--- src/rtl/imdiv_pkg.sv ---
// Shared types and helpers for the invariant-divisor magic divider.
// Used by imdiv_div_stage and invariant_divisor_magic_divider.
package imdiv_pkg;

	localparam int unsigned W      = 32;
	localparam int unsigned LW     = 5;
	localparam logic [W-1:0] HALF  = 32'h8000_0000;
	localparam logic [W-1:0] ONES  = 32'hffff_ffff;

	// side information carried alongside the division
	typedef struct packed {
		logic [W-1:0]  divisor;
		logic [W-1:0]  dividend;
		logic [LW-1:0] lg;
		logic          zero;
		logic          pow2;
		logic          one;
	} side_t;

	function automatic logic [LW-1:0] floor_log2(input logic [W-1:0] v);
		logic [LW-1:0] r;
		r = '0;
		for (int i = 0; i < W; i++) begin
			if (v[i]) begin
				r = LW'(i);
			end
		end
		return r;
	endfunction

endpackage

--- src/rtl/imdiv_div_stage.sv ---
// One restoring-division step of the 2^63 / normalised-divisor pipeline.
// Depends on imdiv_pkg.
module imdiv_div_stage (
	input  logic                 clk,
	input  logic                 arst_n,
	input  logic                 en,
	input  logic                 valid_i,
	input  logic [31:0]          rem_i,
	input  logic [31:0]          quo_i,
	input  logic [31:0]          dn_i,
	input  imdiv_pkg::side_t     side_i,
	output logic                 valid_s,
	output logic [31:0]          rem_s,
	output logic [31:0]          quo_s,
	output logic [31:0]          dn_s,
	output imdiv_pkg::side_t     side_s
);
	import imdiv_pkg::*;

	logic [W:0]   shifted;
	logic [W:0]   diff;
	logic         ge;

	// dividend bits below the top word are all zero
	assign shifted = {rem_i, 1'b0};
	assign diff    = shifted - {1'b0, dn_i};
	assign ge      = (shifted >= {1'b0, dn_i});

	always_ff @(posedge clk or negedge arst_n) begin
		if (!arst_n) begin
			valid_s <= 1'b0;
		end else if (en) begin
			valid_s <= valid_i;
		end
	end

	always_ff @(posedge clk) begin
		if (en) begin
			rem_s  <= ge ? diff[W-1:0] : shifted[W-1:0];
			quo_s  <= {quo_i[W-2:0], ge};
			dn_s   <= dn_i;
			side_s <= side_i;
		end
	end

endmodule

--- config.mk ---
export PLATFORM = sky130hd
export DESIGN_NAME = imdiv_div_stage
export DESIGN_NICKNAME = d
export VERILOG_FILES = /design/src/rtl/imdiv_pkg.sv /design/src/rtl/imdiv_div_stage.sv
export SDC_FILE = /design/constraint.sdc
export NUM_CORES = 1
export LEC_CHECK = 0
export BUFFER_PORTS_ARGS = -buffer_cell sky130_fd_sc_hd__buf_4
export CAP_MARGIN = 20
export CORE_MARGIN = 4
export CORE_UTILIZATION = 35
export DETAILED_ROUTE_END_ITERATION = 16
export PLACE_DENSITY = 0.7
export SLEW_MARGIN = 20
export SYNTH_ARGS = -nofsm -noshare
export SYNTH_HDL_FRONTEND = slang
export SYNTH_SLANG_ARGS = --single-unit
--- constraint.sdc ---
create_clock -name clk -period 2.1 [get_ports clk]
set_input_delay 0.105 -clock clk [delete_from_list [all_inputs] [get_ports clk]]
set_output_delay 0.105 -clock clk [all_outputs]
set_load 0.01 [all_outputs]
==> flow_summary.yaml <==
status:
  status: "finished with violations"
  failed_checks: "negative setup slack"
routing:
  antenna_left: 0
  wl_per_cell_microns: 19.8
  routed_via_density: 4.72
  detailedRoute.firstIterationViolations: 247
  via_count: 6622
  route.final.wire_length_microns: 27800
  drcViolationCount: 0
  drt_first_pass_iters: 4
worst_hold_path:
  min-delay-path-class: "primary input to flip-flop"
  worstHoldPathCells: 2
  worstHoldStart: "rem_i[13]"
  timing.hold.worst_endpoint: "rem_s[14]$_DFFE_PP_"
power_and_ir_drop:
  leakage_nw: 6.03
  vdd_ir_drop_max_mv: 0.518
  power.density_cell_area_nw_per_um2: 719
  post_layout_total_power_mw: 9.82
grt:
  global_route.usage.total_pct: 22.7
  globalRouteOverflowTotal: 0
  global_route_wire_length_before_repair_microns: 41300
  via_count_of_the_first_global_routing_pass: 7161
  grt_max_degree: 54
  antenna_found_initial: 0
timing:
  finalCritPeriodShare_pct: 111
  totalNegativeSetupSlack_ns: -5.98
  worst_slew_pin_slew_ns: 0.504
  drv_slew: 0
  slew-limit-headroom_pct: 66.4
  worst_slack_ns: -0.233
  setup_violations: 31
  final.setup_skew_ns: 0
  hold_viol_final: 0
  period_minus_slack_ns: 2.33
  maxClockFrequency_mhz: 429
  rsz0062_at_grt: "true"
logic_synthesis:
  synth_ff_type: "edfxtp_1"
  synthesized_cell_area_sq_um: 7500
  synth_fp_nets: 695
  syn-instance-count: 490
  syn_avg_cell_area_sq_um: 15.3
  seq_cells_post_synth: 169
  synthArstFlopShare_pct: 0.592
  yosysWarnings: 0
  synth_edf_count: 168
  synth_sequential_area_ratio_pct: 67.6
  synth.lib_cells_used.distinct: 57
die:
  chipHeight_microns: 154
  core.rowCount: 53
  num_io_pins: 341
  design.core.area_sq_um: 21000
  die_w_microns: 154
  start_util_pct: 35.7
  fp.dieArea_sq_um: 23800
critical_path:
  timing_worst_setup_path_type: "primary input to flip-flop"
  r2r_setup_slack_ns: 1.32
  worst_r2r_startpoint: "valid_s$_DFFE_PN0P_"
  required_ns: 2.28
  r2r_end: "valid_s$_DFFE_PN0P_"
  number_of_cells_traversed_by_the_worst_register_to_register_path: 1
  path_max_fanout: 28
  timing.critical_path.arrival_ns: 2.51
  cp-start-kind: "primary input"
  crit_path_capture_type: "flip-flop"
clock_tree:
  cts_tree: "yes"
  worst_skew_pair.late_latency_ns: 0.42
  clk_pin_slew_worst_paths_ns: 0.07
  cts-buffers-inserted: 17
  clk_root_buffer_cell: "clkbuf_16"
  ctsLongestPathBuffers: 2
  cts.sinks: 169
  clock_tree.htree_level_count: 4
finish:
  area_delta_synth_final_pct: 82.2
  final-instance-count-excl-fill: 1404
  final_layout_size_suffix_gt1_share_pct: 49.1
  total_inserted_antenna_cells: 0
  finalNetCount: 1321
  layout.cells.most_common_list: "buf_4, edfxtp_1, dlygate4sd3_1"
  most_common_library_cell_in_the_layout_ignoring_fill_and_taps: "buf_4"
  nFillCells: 1499
run:
  max_cap_violations: 0
placed_design:
  placed_cells_incl_taps: 1204
  dp_hpwl_microns: 19000
  gpl.final_weighted_congestion: 0.864
  port-buffer-count: 339
==> worst max-delay path: stages <==
cell,delay (ns)
buf_8,0.10
inv_4,0.05
ha_4,0.20
a211oi_4,0.26
nor2_2,0.08
or4b_4,0.52
o2111ai_4,0.25
a21oi_4,0.10
o21ai_4,0.14
and3_4,0.26
inv_12,0.10
mux2_4,0.31
==> metrics by stage <==
step	cell area (sq um)	utilization, %	hold WS (ns)	setup WS, ns
floorplan	7630	-	-0.191	-0.540
global placement	11300	53.5	-0.120	-0.632
CTS	13600	64.6	0.00482	-0.167
finish	13700	65.0	0.0207	-0.233
detailed placement	11300	53.5	-0.119	-0.679
global route	13700	65.0	0.0114	-0.277
==> synth_stat cells, types with 2 or more instances <==
cell type / count / area share [%]
o21ai_0: 18 / 1.2
a21o_1: 15 / 1.5
buf_12: 3 / 0.80
mux2_4: 19 / 3.8
nand2_1: 15 / 0.75
mux2_2: 9 / 1.4
xnor2_1: 14 / 1.6
o31ai_1: 6 / 0.60
clkbuf_1: 9 / 0.45
o21bai_1: 2 / 0.20
a21oi_1: 23 / 1.5
nor2b_1: 4 / 0.33
o21a_1: 7 / 0.70
inv_1: 35 / 1.8
o221ai_1: 2 / 0.23
nand2b_1: 3 / 0.25
o211ai_1: 4 / 0.40
or3_1: 3 / 0.25
nor3_1: 4 / 0.27
and2_1: 4 / 0.33
a211oi_1: 3 / 0.30
nor2_1: 18 / 0.90
nand4_1: 12 / 1.0
ha_1: 32 / 5.3
mux2i_1: 2 / 0.27
or2_2: 2 / 0.17
nand3_1: 6 / 0.40
xor2_1: 11 / 1.3
a211o_1: 2 / 0.23
and3_1: 3 / 0.25
a21boi_0: 4 / 0.40
a31oi_1: 4 / 0.33
edfxtp_1: 168 / 67
==> cell families (layout without fill, tap and decap cells) <==
kind of cell	Yosys count	after routing	synth area share [%]
flip-flops	169	169	67.6
AO/OA/AOI/OAI	102	102	9.38
AND/OR/NAND/NOR	82	82	5.86
buffers and inverters	49	688	3.20
adder cells (fa/ha/maj)	33	33	5.61
multiplexers	30	30	5.42
XOR/XNOR	25	25	2.92
==> area by class of cell <==
type                            count  area, sq um  area share, %
Timing Repair Buffer              620         5110           37.4
Sequential cell                   169         5070           37.1
Multi-Input combinational cell    272         2400           17.6
Clock buffer                       17          425           3.11
Tap cell                          275          344           2.52
Clock inverter                     15          153           1.12
Inverter                           36          150           1.10
==> report_power, final <==
group	internal (mW)	total, mW	leakage [nW]	switching, mW
Combinational	1.42	2.49	4.09	1.07
Clock	1.59	3.13	0.281	1.54
Sequential	4.09	4.20	1.66	0.109
==> state kept, by name, summed over array words and instances (netlist names) <==
name,count
valid_s,1
quo_s,32
rem_s,32
side_s,72
dn_s,32
==> metal layers <==
layer  part of all wire, %  routed length [microns]  GRT usage [%]  up-vias
met5                     0                        0              0        -
met4                   3.0                      820           7.74        0
met3                   7.2                     2000           6.66       42
met2                    53                    14800           42.3      252
met1                    37                    10200           24.5     3199
li1                      -                        -              -     3129
==> repair_timing <==
item                                   in CTS  in global routing
resized for setup                          17                 16
hold buffers                              162                  0
endpoints found under the hold margin     161                  0
buffers inserted                            3                  5
pin swaps                                   8                  6
setup endpoints to repair                  32                 32
==> worst max path at each step <==
stage | end | from | slack (ns)
6_report | rem_s[17]$_DFFE_PP_ | dn_i[10] | -0.23
5_1_grt | rem_s[21]$_DFFE_PP_ | dn_i[10] | -0.28
4_1_cts | rem_s[17]$_DFFE_PP_ | dn_i[10] | -0.17
3_5_place_dp | rem_s[17]$_DFFE_PP_ | dn_i[10] | -0.68
3_3_place_gp | rem_s[11]$_DFFE_PP_ | dn_i[10] | -0.63
2_1_floorplan | rem_s[10]$_DFFE_PP_ | rem_i[9] | -0.54
Note: power is estimated with default switching activity, not from simulation.
